$ cat src/rtl/core/assert_macros.svh
// ----------------------------------------------------------------------------
// assertion macros
// shared clocked assertion forms for the rtl/core modules
// ----------------------------------------------------------------------------
`ifndef ASSERT_MACROS_SVH
`define ASSERT_MACROS_SVH

// implication checked on every rising edge, idle during reset
`define ASSERT_IMPL(label, ante, cons, msg) \
    label: assert property (@(posedge clk) disable iff (!rst_n) (ante) |-> (cons)) \
        else $error(msg);

// consequence checked in the cycle after the antecedent
`define ASSERT_NEXT(label, ante, cons, msg) \
    label: assert property (@(posedge clk) disable iff (!rst_n) (ante) |=> (cons)) \
        else $error(msg);

`endif

$ cat src/rtl/core/slfp_pkg.sv
// ----------------------------------------------------------------------------
// slfp_pkg
// types and codes of the sensor link frame parser
// ----------------------------------------------------------------------------
package slfp_pkg;

    typedef logic [7:0]  byte_t;
    typedef logic [15:0] len_t;
    typedef logic [1:0]  code2_t;
    typedef logic [2:0]  phase_t;

    localparam int AddrWidth = 5;
    typedef logic [AddrWidth-1:0] addr_t;
    typedef logic [31:0]          word_t;
    typedef logic [2:0]           reg_idx_t;

    // parse phases
    localparam phase_t PH_START  = 3'd0;
    localparam phase_t PH_LEN_LO = 3'd1;
    localparam phase_t PH_LEN_HI = 3'd2;
    localparam phase_t PH_CMD    = 3'd3;
    localparam phase_t PH_DATA   = 3'd4;
    localparam phase_t PH_END    = 3'd5;

    // error codes
    localparam code2_t ERR_OK  = 2'd0;
    localparam code2_t ERR_LEN = 2'd1;
    localparam code2_t ERR_CMD = 2'd2;
    localparam code2_t ERR_END = 2'd3;

    // step results
    localparam code2_t RES_PROGRESS = 2'd0;
    localparam code2_t RES_ERROR    = 2'd1;
    localparam code2_t RES_READY    = 2'd2;

    // register indexes
    localparam reg_idx_t REG_START_MARKER  = 3'd0;
    localparam reg_idx_t REG_END_MARKER    = 3'd1;
    localparam reg_idx_t REG_MAX_PAYLOAD   = 3'd2;
    localparam reg_idx_t REG_REQ_SENSOR    = 3'd3;
    localparam reg_idx_t REG_REQ_REBOOT    = 3'd4;
    localparam reg_idx_t REG_REPLY_SENSOR  = 3'd5;
    localparam reg_idx_t REG_REPLY_REBOOT  = 3'd6;

    // register reset values
    localparam byte_t RST_START_MARKER = 8'd170;
    localparam byte_t RST_END_MARKER   = 8'd85;
    localparam len_t  RST_MAX_PAYLOAD  = 16'd64;
    localparam byte_t RST_REQ_SENSOR   = 8'd1;
    localparam byte_t RST_REQ_REBOOT   = 8'd2;
    localparam byte_t RST_REPLY_SENSOR = 8'd129;
    localparam byte_t RST_REPLY_REBOOT = 8'd130;

    // payload lengths demanded by the command classes
    localparam len_t LEN_REQUEST      = 16'd0;
    localparam len_t LEN_REPLY_SENSOR = 16'd2;
    localparam len_t LEN_REPLY_REBOOT = 16'd1;

endpackage

$ cat src/rtl/core/sensor_link_frame_parser_core.sv
// ----------------------------------------------------------------------------
// sensor_link_frame_parser_core: byte-wise start/length/command/payload/end parser
// result: registered from each byte transaction, held until the result transaction
// throughput: one byte per cycle while held results are taken, else input stalls
// reset: markers, codes and limit take defaults, parser hunts for start byte
// ----------------------------------------------------------------------------
module sensor_link_frame_parser_core (
    input  logic                clk,
    input  logic                rst_n,
    // byte channel
    input  logic                in_valid,
    output logic                in_ready,
    input  slfp_pkg::byte_t     rx_byte,
    // result channel
    output logic                out_valid,
    input  logic                out_ready,
    output slfp_pkg::code2_t    step_result,
    output slfp_pkg::code2_t    sticky_error,
    output slfp_pkg::byte_t     frame_cmd,
    output slfp_pkg::code2_t    frame_len,
    output slfp_pkg::byte_t     payload_first,
    output slfp_pkg::byte_t     payload_second,
    // configuration port
    input  logic                psel,
    input  logic                penable,
    input  logic                pwrite,
    input  slfp_pkg::addr_t     paddr,
    input  slfp_pkg::word_t     pwdata,
    output slfp_pkg::word_t     prdata,
    output logic                pready
);
    import slfp_pkg::*;

    `include "assert_macros.svh"

    // ------------------------------------------------------------------
    // configuration registers
    // ------------------------------------------------------------------
    byte_t    start_marker_reg;
    byte_t    end_marker_reg;
    len_t     max_payload_reg;
    byte_t    req_sensor_reg;
    byte_t    req_reboot_reg;
    byte_t    reply_sensor_reg;
    byte_t    reply_reboot_reg;

    reg_idx_t cfg_idx;
    logic     cfg_write;

    // word address; the two byte-offset bits are ignored
    assign cfg_idx   = paddr[AddrWidth-1:2];
    assign cfg_write = psel && penable && pwrite && pready;
    assign pready    = 1'b1;

    always_ff @(posedge clk or negedge rst_n)
    begin
        if (!rst_n)
        begin
            start_marker_reg <= RST_START_MARKER;
            end_marker_reg   <= RST_END_MARKER;
            max_payload_reg  <= RST_MAX_PAYLOAD;
            req_sensor_reg   <= RST_REQ_SENSOR;
            req_reboot_reg   <= RST_REQ_REBOOT;
            reply_sensor_reg <= RST_REPLY_SENSOR;
            reply_reboot_reg <= RST_REPLY_REBOOT;
        end
        else if (cfg_write)
        begin
            case (cfg_idx)
                REG_START_MARKER: start_marker_reg <= pwdata[7:0];
                REG_END_MARKER:   end_marker_reg   <= pwdata[7:0];
                REG_MAX_PAYLOAD:  max_payload_reg  <= pwdata[15:0];
                REG_REQ_SENSOR:   req_sensor_reg   <= pwdata[7:0];
                REG_REQ_REBOOT:   req_reboot_reg   <= pwdata[7:0];
                REG_REPLY_SENSOR: reply_sensor_reg <= pwdata[7:0];
                REG_REPLY_REBOOT: reply_reboot_reg <= pwdata[7:0];
                default:          ;  // unmapped word, write dropped
            endcase
        end
    end

    // read mux, zero-extended to the bus width
    always_comb
    begin
        case (cfg_idx)
            REG_START_MARKER: prdata = {24'd0, start_marker_reg};
            REG_END_MARKER:   prdata = {24'd0, end_marker_reg};
            REG_MAX_PAYLOAD:  prdata = {16'd0, max_payload_reg};
            REG_REQ_SENSOR:   prdata = {24'd0, req_sensor_reg};
            REG_REQ_REBOOT:   prdata = {24'd0, req_reboot_reg};
            REG_REPLY_SENSOR: prdata = {24'd0, reply_sensor_reg};
            REG_REPLY_REBOOT: prdata = {24'd0, reply_reboot_reg};
            default:          prdata = '0;
        endcase
    end

    // ------------------------------------------------------------------
    // parser state
    // ------------------------------------------------------------------
    phase_t phase_reg,  phase_next;
    len_t   len_reg,    len_next;
    byte_t  cmd_reg,    cmd_next;
    len_t   count_reg,  count_next;
    byte_t  kept0_reg,  kept0_next;
    byte_t  kept1_reg,  kept1_next;
    code2_t err_reg,    err_next;

    // result register, doubles as the output stage
    logic   out_valid_reg;
    code2_t res_reg,    res_next;
    byte_t  ocmd_reg,   ocmd_next;
    code2_t olen_reg,   olen_next;
    byte_t  op0_reg,    op0_next;
    byte_t  op1_reg,    op1_next;

    logic   in_fire;
    logic   out_fire;

    // a held result only blocks input if nobody takes it this cycle
    assign in_ready = !out_valid_reg || out_ready;
    assign in_fire  = in_valid && in_ready;
    assign out_fire = out_valid_reg && out_ready;

    // ------------------------------------------------------------------
    // command classification against the programmed code set
    // ------------------------------------------------------------------
    function automatic logic code_known(input byte_t c, input byte_t rs, input byte_t rr,
                                        input byte_t ps, input byte_t pr);
        return (c == rs) || (c == rr) || (c == ps) || (c == pr);
    endfunction

    // requests win over the sensor reply, which wins over the reboot reply
    function automatic len_t needed_len(input byte_t c, input byte_t rs, input byte_t rr,
                                        input byte_t ps);
        len_t n;
        if ((c == rs) || (c == rr))
            n = LEN_REQUEST;
        else if (c == ps)
            n = LEN_REPLY_SENSOR;
        else
            n = LEN_REPLY_REBOOT;
        return n;
    endfunction

    logic  byte_known;
    logic  held_known;
    len_t  held_needed;
    len_t  count_inc;

    assign byte_known  = code_known(rx_byte, req_sensor_reg, req_reboot_reg,
                                    reply_sensor_reg, reply_reboot_reg);
    assign held_known  = code_known(cmd_reg, req_sensor_reg, req_reboot_reg,
                                    reply_sensor_reg, reply_reboot_reg);
    assign held_needed = needed_len(cmd_reg, req_sensor_reg, req_reboot_reg,
                                    reply_sensor_reg);
    assign count_inc   = count_reg + 16'd1;

    // ------------------------------------------------------------------
    // one step of the parser per byte transaction
    // ------------------------------------------------------------------
    always_comb
    begin
        logic  do_fail;
        code2_t fail_code;

        phase_next = phase_reg;
        len_next   = len_reg;
        cmd_next   = cmd_reg;
        count_next = count_reg;
        kept0_next = kept0_reg;
        kept1_next = kept1_reg;
        err_next   = err_reg;
        res_next   = RES_PROGRESS;
        ocmd_next  = '0;
        olen_next  = '0;
        op0_next   = '0;
        op1_next   = '0;
        do_fail    = 1'b0;
        fail_code  = ERR_OK;

        case (phase_reg)
            PH_START:
            begin
                // hunt; a matching byte opens a fresh frame
                if (rx_byte == start_marker_reg)
                begin
                    len_next   = '0;
                    cmd_next   = '0;
                    count_next = '0;
                    kept0_next = '0;
                    kept1_next = '0;
                    phase_next = PH_LEN_LO;
                end
            end
            PH_LEN_LO:
            begin
                len_next   = {8'd0, rx_byte};
                phase_next = PH_LEN_HI;
            end
            PH_LEN_HI:
            begin
                len_next = {rx_byte, len_reg[7:0]};
                if ({rx_byte, len_reg[7:0]} > max_payload_reg)
                begin
                    do_fail   = 1'b1;
                    fail_code = ERR_LEN;
                end
                else
                    phase_next = PH_CMD;
            end
            PH_CMD:
            begin
                if (!byte_known)
                begin
                    do_fail   = 1'b1;
                    fail_code = ERR_CMD;
                end
                else
                begin
                    cmd_next   = rx_byte;
                    count_next = '0;
                    phase_next = (len_reg == '0) ? PH_END : PH_DATA;
                end
            end
            PH_DATA:
            begin
                // only the first two payload bytes are kept, the rest counted
                if (count_reg == 16'd0)
                    kept0_next = rx_byte;
                if (count_reg == 16'd1)
                    kept1_next = rx_byte;
                count_next = count_inc;
                if (count_inc >= len_reg)
                    phase_next = PH_END;
            end
            PH_END:
            begin
                // closing checks in priority order; registers may have moved
                if (rx_byte != end_marker_reg)
                begin
                    do_fail   = 1'b1;
                    fail_code = ERR_END;
                end
                else if (len_reg > max_payload_reg)
                begin
                    do_fail   = 1'b1;
                    fail_code = ERR_LEN;
                end
                else if (!held_known)
                begin
                    do_fail   = 1'b1;
                    fail_code = ERR_CMD;
                end
                else if (len_reg != held_needed)
                begin
                    do_fail   = 1'b1;
                    fail_code = ERR_LEN;
                end
                else
                begin
                    res_next   = RES_READY;
                    ocmd_next  = cmd_reg;
                    olen_next  = len_reg[1:0];
                    op0_next   = kept0_reg;
                    op1_next   = kept1_reg;
                    phase_next = PH_START;
                    len_next   = '0;
                    cmd_next   = '0;
                    count_next = '0;
                    kept0_next = '0;
                    kept1_next = '0;
                    err_next   = ERR_OK;
                end
            end
            default:
            begin
                // unused phase codes: recover with an error but ok status
                do_fail   = 1'b1;
                fail_code = ERR_OK;
            end
        endcase

        // any error drops the frame and goes back to hunting
        if (do_fail)
        begin
            res_next   = RES_ERROR;
            phase_next = PH_START;
            len_next   = '0;
            cmd_next   = '0;
            count_next = '0;
            kept0_next = '0;
            kept1_next = '0;
            err_next   = fail_code;
        end
    end

    always_ff @(posedge clk or negedge rst_n)
    begin
        if (!rst_n)
        begin
            phase_reg <= PH_START;
            len_reg   <= '0;
            cmd_reg   <= '0;
            count_reg <= '0;
            kept0_reg <= '0;
            kept1_reg <= '0;
            err_reg   <= ERR_OK;
        end
        else if (in_fire)
        begin
            phase_reg <= phase_next;
            len_reg   <= len_next;
            cmd_reg   <= cmd_next;
            count_reg <= count_next;
            kept0_reg <= kept0_next;
            kept1_reg <= kept1_next;
            err_reg   <= err_next;
        end
    end

    // result valid: set by a byte transaction, cleared when taken
    always_ff @(posedge clk or negedge rst_n)
    begin
        if (!rst_n)
            out_valid_reg <= 1'b0;
        else if (in_fire)
            out_valid_reg <= 1'b1;
        else if (out_fire)
            out_valid_reg <= 1'b0;
    end

    // result payload, no reset needed
    always_ff @(posedge clk)
    begin
        if (in_fire)
        begin
            res_reg  <= res_next;
            ocmd_reg <= ocmd_next;
            olen_reg <= olen_next;
            op0_reg  <= op0_next;
            op1_reg  <= op1_next;
        end
    end

    assign out_valid      = out_valid_reg;
    assign step_result    = res_reg;
    assign sticky_error   = err_reg;
    assign frame_cmd      = ocmd_reg;
    assign frame_len      = olen_reg;
    assign payload_first  = op0_reg;
    assign payload_second = op1_reg;

    // ------------------------------------------------------------------
    // assertions
    // ------------------------------------------------------------------
    `ASSERT_IMPL(a_ready_clears_error, out_valid_reg && (res_reg == RES_READY),
                 err_reg == ERR_OK, "ready frame with sticky error set")
    `ASSERT_IMPL(a_fields_zero_unless_ready, out_valid_reg && (res_reg != RES_READY),
                 (ocmd_reg == '0) && (olen_reg == '0) && (op0_reg == '0) && (op1_reg == '0),
                 "frame fields nonzero without ready frame")
    `ASSERT_IMPL(a_data_phase_has_length, phase_reg == PH_DATA,
                 len_reg != '0, "payload phase with zero length")
    `ASSERT_NEXT(a_fire_gives_result, in_fire,
                 out_valid_reg, "byte transaction produced no result")

endmodule
$ cat config.mk
export PLATFORM = sky130hd
export DESIGN_NAME = sensor_link_frame_parser_core
export DESIGN_NICKNAME = d
export VERILOG_FILES = /design/src/rtl/core/slfp_pkg.sv /design/src/rtl/core/sensor_link_frame_parser_core.sv
export VERILOG_INCLUDE_DIRS = /design/src /design/src/rtl/core
export SDC_FILE = /design/constraint.sdc
export NUM_CORES = 1
export LEC_CHECK = 0
export ABC_AREA = 1
export BUFFER_PORTS_ARGS = -buffer_cell sky130_fd_sc_hd__buf_4
export CORE_MARGIN = 2
export CORE_UTILIZATION = 45
export CTS_BUF_LIST = sky130_fd_sc_hd__clkbuf_4
export CTS_CLUSTER_DIAMETER = 100
export DETAILED_ROUTE_END_ITERATION = 7
export PLACE_DENSITY = 0.65
export SLEW_MARGIN = 10
export SYNTH_ARGS = -nofsm -noshare
export SYNTH_HDL_FRONTEND = slang
export SYNTH_SLANG_ARGS = --single-unit
export TNS_END_PERCENT = 20
$ cat constraint.sdc
create_clock -name clk -period 6 [get_ports clk]
set_clock_uncertainty 0.1 [all_clocks]
set_input_delay 0 -clock clk [delete_from_list [all_inputs] [get_ports clk]]
set_output_delay 0 -clock clk [all_outputs]
set_load 0.005 [all_outputs]
==> out/results.ini, run 1 <==
[sta]
timing.final.crit_share_pct = 58.6
setup_viol = 0
worst_slew_pin_slew_ps = 1000
finalHoldViolations = 0
max_freq_mhz = 284
final.setup.tns_ps = 0
rsz0062_at_grt = false
period_needed_ps = 3520
drv_slew = 0
maxSlewHeadroom_pct = 32.8

[routing]
first_pass_iters = 5
wl_mm = 24.9
vias = 8200
drtIter0Drc = 528
drc = 0
wire_per_inst_microns = 15.6
ant_nets = 0
avgViaCountPerCell = 5.14

[worst_hold_path]
min_from = out_ready
hold_class = in -> reg

[pwr]
ir_worst_vdd_v = 0.000180
power.density_nw_per_um2 = 337
p_leak_nw = 5.25

[worst_setup_path]
end_kind = flip-flop
r2r-start = count_reg[0]$_DFFE_PN0P_
critPathKind = reg -> reg
required_ps = 6390
critPathLaunch = count_reg[0]$_DFFE_PN0P_
path_max_fanout = 6
setup.worst_path.start_class = flip-flop
arrival_ps = 3900

[grt]
grtUsageMet2_pct = 36.3
grt_use_met1_pct = 32.3
antenna_found_initial = 1
grt_pass1_vias = 7540
grt_first_pass_wirelength_mm = 39.5
grt_max_degree = 67
met3_usage_pct = 4.26
overflow = 0
grt.total_usage_pct = 23.1
busiest_layer = met2

[synthesis]
avgSynthCellArea_sq_um = 7.87
synthesis.area_sq_um = 9410
yosys_warnings = 0
synth_ff_type = dfrtp_1
synthCells = 1195
synth-edff-count = 28
ys_ff_latch = 154
postSynth.asyncResetShare_pct = 81.8
ys_types = 51
synth_seq_area_share_pct = 42.6

[clocking]
cts.sinks = 154
clockRootBuffer = clkbuf_4
cts_buffers = 17
clk_pin_slew_ps = 140
cts_tree = done
ctsHtreeMaxLevel = 4
clk_path_buf_depth = 2
ctsResizeCount = 0
clock_latency_ps = 600

[die]
die_area_sq_um = 22100
core_sq_um = 20400
initial_utilization_pct = 46.2
rows = 52
io_pins = 117
die_h_microns = 149
fp.dieW_microns = 149

[place]
gp_congestion = 0.929
place_hpwl_mm = 18.1
port_buffers = 81

[cells_and_area]
nNetsFinal = 1404
areaGrowthSynthToFinish_pct = 16.2
drive_above_1_share_pct = 15.2
final_util_pct = 53.7

[status]
outcome = finished, final reports clean

[job]
drv_cap = 0

per-layer routing:
| metal | vias to the layer above | wire length, microns |
|---|---|---|
| met5 | - | 0 |
| met4 | 0 | 626 |
| li1 | 4059 | - |
| met1 | 3813 | 11400 |
| met3 | 48 | 1430 |
| met2 | 280 | 11500 |
metrics by stage:
stage               area (sq um)  hold slack, ps  power, W  instances  setup slack (ps)
floorplan                   9470            -396   0.00257       1210              2910
global placement           10100            37.9   0.00291       1511              2550
detailed placement         10100            35.4   0.00295       1511              2500
CTS                        10900            4.25   0.00369       1592              2430
global route               10900            33.1   0.00396       1594              2090
finish                     10900            30.8   0.00368       1594              2480
layout by cell type, fill, tap and decap left out, drive strengths merged, types with 3 or more instances in the layout:
cell type	instances
xor2	22
clkinv	5
dlygate4sd3	48
dfstp	15
a31oi	3
buf	85
inv	169
o22ai	15
nand4	32
edfxtp	28
nand2	334
xnor2	28
nor3	12
a211oi	3
nor4	4
ha	43
clkbuf	18
conb	17
a221oi	4
o21ai	84
dfrtp	111
a21oi	45
nor2	115
nand3	65
layout make-up:
| type | count | area [sq um] |
|---|---|---|
| Clock inverter | 14 | 181 |
| Fill cell | 1937 | 9430 |
| Timing Repair Buffer | 133 | 1140 |
| Sequential cell | 154 | 4010 |
| Inverter | 163 | 627 |
| Antenna cell | 2 | 5.00 |
| Clock buffer | 18 | 135 |
| Multi-Input combinational cell | 840 | 4500 |
| Tap cell | 270 | 338 |
synthesized netlist by cell type, drive strengths merged, types with 2 or more instances:
cell type  instances  area (sq um)
o2111ai            2          17.5
nand3             65           370
o221ai             2          17.5
a21boi             2          30.0
conb               2          7.51
a21oi             45           225
ha                43           538
nor4               4          46.3
xor2              22           193
clkbuf            15          56.3
nand2            334          1330
or2                2          12.5
inv              162           623
dfstp             15           394
nor2             115           475
o21ai             84           420
xnor2             28           245
nand4             32           213
a31oi              3          18.8
dfrtp            111          2780
buf               38           285
a221oi             4          35.0
a211oi             3          22.5
o22ai             15          93.8
o21bai             2          22.5
nor3              12          65.1
edfxtp            28           841
critical path, cell delays in order, from the launching register on:
cell and delay [ps]:
dfrtp_1 480, ha_1 220, nand3_1 110, nand3b_1 220, nor3_1 270, nand2_1 90, nor2_1 170, nand3_1 140
nor2_1 130, xor2_1 210, ha_1 280, a21oi_1 160, nor2_1 50, a2111oi_0 350, nand2_1 110, nand2_1 150
nand2_1 90, o21a_1 110
worst paths after layout:
path,depth (start not counted),slack [ps],to
min in group asynchronous,3,470,req_sensor_reg[0]$_DFFE_PN1P_
worst min-delay path,4,30,payload_second[7]$_SDFFCE_PP0P_
max in group asynchronous,4,4440,len_reg[0]$_DFFE_PN0P_
worst max-delay path,17,2480,phase_reg[0]$_DFFE_PN0P_
worst min register to register,2,400,max_payload_reg[5]$_DFFE_PN0P_
worst max register to register,17,2480,phase_reg[0]$_DFFE_PN0P_
power by group:
part           switching [W]  total (W)  internal, W
Sequential          0.000237    0.00152      0.00128
Combinational       0.000922    0.00147     0.000547
Clock               0.000426   0.000697     0.000272
Total                0.00158    0.00368      0.00210
repair_timing:
action                                 4_1_cts  5_1_grt
buffers inserted                             0        0
hold buffers                                49        0
endpoints found under the hold margin      193        0
logic make-up (layout without fill, tap and decap cells):
family | after synthesis | after routing | synth area share, %
AND/OR/NAND/NOR | 565 | 565 | 26.8
buffers and inverters | 216 | 328 | 10.3
XOR/XNOR | 50 | 50 | 4.65
flip-flops | 154 | 154 | 42.6
other | 2 | 19 | 0.0798
adder cells (fa/ha/maj) | 43 | 43 | 5.72
AO/OA/AOI/OAI | 165 | 165 | 9.85
(Power assumes the default switching activity.)
==> run 2, diff against run 1 <==
- PLACE_DENSITY: 0.65 -> 0.68
- clock period: 6 -> 3.1 ns (I/O delays scaled with it)
==> run 2 against run 1 <==
  * Maximum frequency rose by 18%
  * Count of clock-buffer cells in the layout down 1
  * Combinational power up 97%
==> out/results.ini, run 2 (synthesis results as in run 1) <==
[sta]
fin_ws_ps = 113  ; -2370 ps
drv_slew = 0  ; unchanged
finalHoldViolations = 0  ; unchanged
timing.final.crit_share_pct = 96.3  ; +38 points
timing.hold.ws_ps = 55.4  ; +24.6 ps
setup_viol = 0  ; unchanged
maxSlewHeadroom_pct = 36.9  ; +4.1 points
max_freq_mhz = 335  ; +18%
period_needed_ps = 2990  ; -530 ps
rsz0062_at_grt = true
worst_slew_pin_slew_ps = 944  ; -56.7 ps

[grt]
grt_pass1_vias = 7895  ; +4.7%
grt.total_usage_pct = 23.9  ; +0.83 points
grt_first_pass_wirelength_mm = 41.3  ; +4.6%
grt_max_degree = 51  ; -24%
overflow = 0  ; unchanged
antenna_found_initial = 1  ; unchanged

[worst_setup_path]
end_kind = flip-flop
worstSetupPathDepth = 17  ; unchanged
arrival_ps = 3370  ; -530 ps
setup.worst_path.start_class = flip-flop
crit_path_top_delay_cell = dfrtp_1
crit_path_cell_trace = buf_6, nand4_1, nor2_2, nand3_2, nor2_4, nand3_2, nor3_2, nand4_1, xnor2_2, ha_1, inv_2, nor2_2, a2111oi_4, nand2_1, nand2_2, nand2_1, o21a_1
r2r_cells = 17  ; unchanged
crit_family = simple AND/OR/NAND/NOR gates
required_ps = 3480  ; -2910 ps
max_stage_delay_ps = 400  ; -80 ps
cp_num_buf_inv = 2  ; +2
path_max_fanout = 6  ; unchanged
critPathKind = reg -> reg

[cells_and_area]
final_common_cell = nand2_1
nNetsFinal = 1424  ; +1.4%
final_cell_mix = 307 x nand2_1, 142 x inv_1, 111 x dfrtp_1
final_util_pct = 54.8  ; +1.1 points
drive_above_1_share_pct = 18.2  ; +3.0 points
final_cell_count_no_fill = 1613  ; +1.2%
areaGrowthSynthToFinish_pct = 18.5

[place]
place_hpwl_mm = 18.5  ; +2.2%
port_buffers = 81  ; unchanged
placed_cells = 1533  ; +1.5%
gp_congestion = 0.953  ; +2.5%
dp_slack_ps = -143  ; -2650 ps

[pwr]
sequentialPowerShare_pct = 41.2  ; about the same
combPwrFrac_pct = 40.6  ; +0.7 points
ir_worst_vdd_v = 0.000317  ; +76%
p_leak_nw = 5.37  ; +2.4%
power.density_nw_per_um2 = 637  ; +89%
switchingPower_w = 0.00316  ; +100%
power.clock.fraction_pct = 18.2  ; -0.7 points
power_w = 0.00711  ; +93%
swShare_pct = 44.5  ; +1.4 points
p_int_w = 0.00394  ; +88%

[die]
rows = 52  ; unchanged
fp.dieW_microns = 149  ; unchanged
die_h_microns = 149  ; unchanged
die_area_sq_um = 22100  ; unchanged
core_sq_um = 20400  ; unchanged
io_pins = 117  ; unchanged
initial_utilization_pct = 46.2  ; unchanged

[clocking]
clockRootBuffer = clkbuf_4
clk_pin_slew_ps = 160  ; +20 ps
cts.sinks = 154  ; unchanged
ctsHtreeMaxLevel = 4  ; unchanged
clk_path_buf_depth = 2  ; unchanged
clock_latency_ps = 590  ; about the same
cts_buffers = 17  ; unchanged
cts_tree = done

[routing]
first_pass_iters = 5  ; unchanged
drtIter0Drc = 625  ; +18%
ant_nets = 0  ; unchanged
wl_mm = 25.4  ; +1.8%
drc = 0  ; unchanged
avgViaCountPerCell = 5.16  ; +0.38%
wire_per_inst_microns = 15.7  ; +0.60%
vias = 8329  ; +1.6%

[worst_hold_path]
hold_class = in -> reg
hold_path_depth = 5  ; +1

[status]
outcome = finished, final reports clean

[job]
drv_cap = 0  ; unchanged

## run 2: layout make-up
cell class	instances	area [sq um]
inverters	163	627
fillers	1915	9210
flip-flops and latches	154	4010
diodes	1	2.50
clock buffers	17	128
repair buffers	153	1290
clock inverters	15	176
well taps	270	338
multi-input cells	840	4580
## run 2: what timing repair did
item                       4_1_cts  5_1_grt
pin swaps                       11       14
hold endpoints to repair       229        0
setup buffers                    3        1
hold buffers                    43        0
setup endpoints to repair        3        4
resized for setup                7       14
## run 2: worst paths after layout
| kind | start | endpoint | slack (ps) |
|---|---|---|---|
| worst min register to register | max_payload_reg[7]$_DFFE_PN0P_ | max_payload_reg[7]$_DFFE_PN0P_ | 400 |
| worst max-delay path | count_reg[1]$_DFFE_PN0P_ | phase_reg[0]$_DFFE_PN0P_ | 110 |
| min in group asynchronous | rst_n | start_marker_reg[5]$_DFFE_PN1P_ | 530 |
| worst max register to register | count_reg[1]$_DFFE_PN0P_ | phase_reg[0]$_DFFE_PN0P_ | 110 |
| worst min-delay path | paddr[2] | req_sensor_reg[0]$_DFFE_PN1P_ | 60 |
| max in group asynchronous | rst_n | reply_sensor_reg[0]$_DFFE_PN1P_ | 2010 |
## run 2: power groups by stage
stage / Sequential, W / Clock, W / Combinational (W)
final: 0.00293 / 0.00129 / 0.00289
after CTS: 0.00291 / 0.00132 / 0.00287
after detailed placement: 0.00295 / 0 / 0.00277
after floorplan: 0.00277 / 0 / 0.00220
after global routing: 0.00299 / 0.00140 / 0.00329
after global placement: 0.00295 / 0 / 0.00271
## run 2: through the flow
stage	TNS, ps	cell area (sq um)
final	0	11200
after detailed placement	-322	10300
after floorplan	0	9470
after global routing	-174	11200
after CTS	-13.5	11100
after global placement	-11.2	10300
## run 2: per-layer routing
layer  wire length, microns  up-vias  track usage [%]
li1                       -     4100                -
met1                  11400     3877             33.7
met5                      0        -                0
met4                    563        0             7.00
met2                  11600      312             37.7
met3                   1810       40             4.48
## run 2: tightest hold or removal path, delay by kind of cell
family	cells	cell delay, ps
simple gates	2	420
buf+inv	2	210
compound gates	1	140
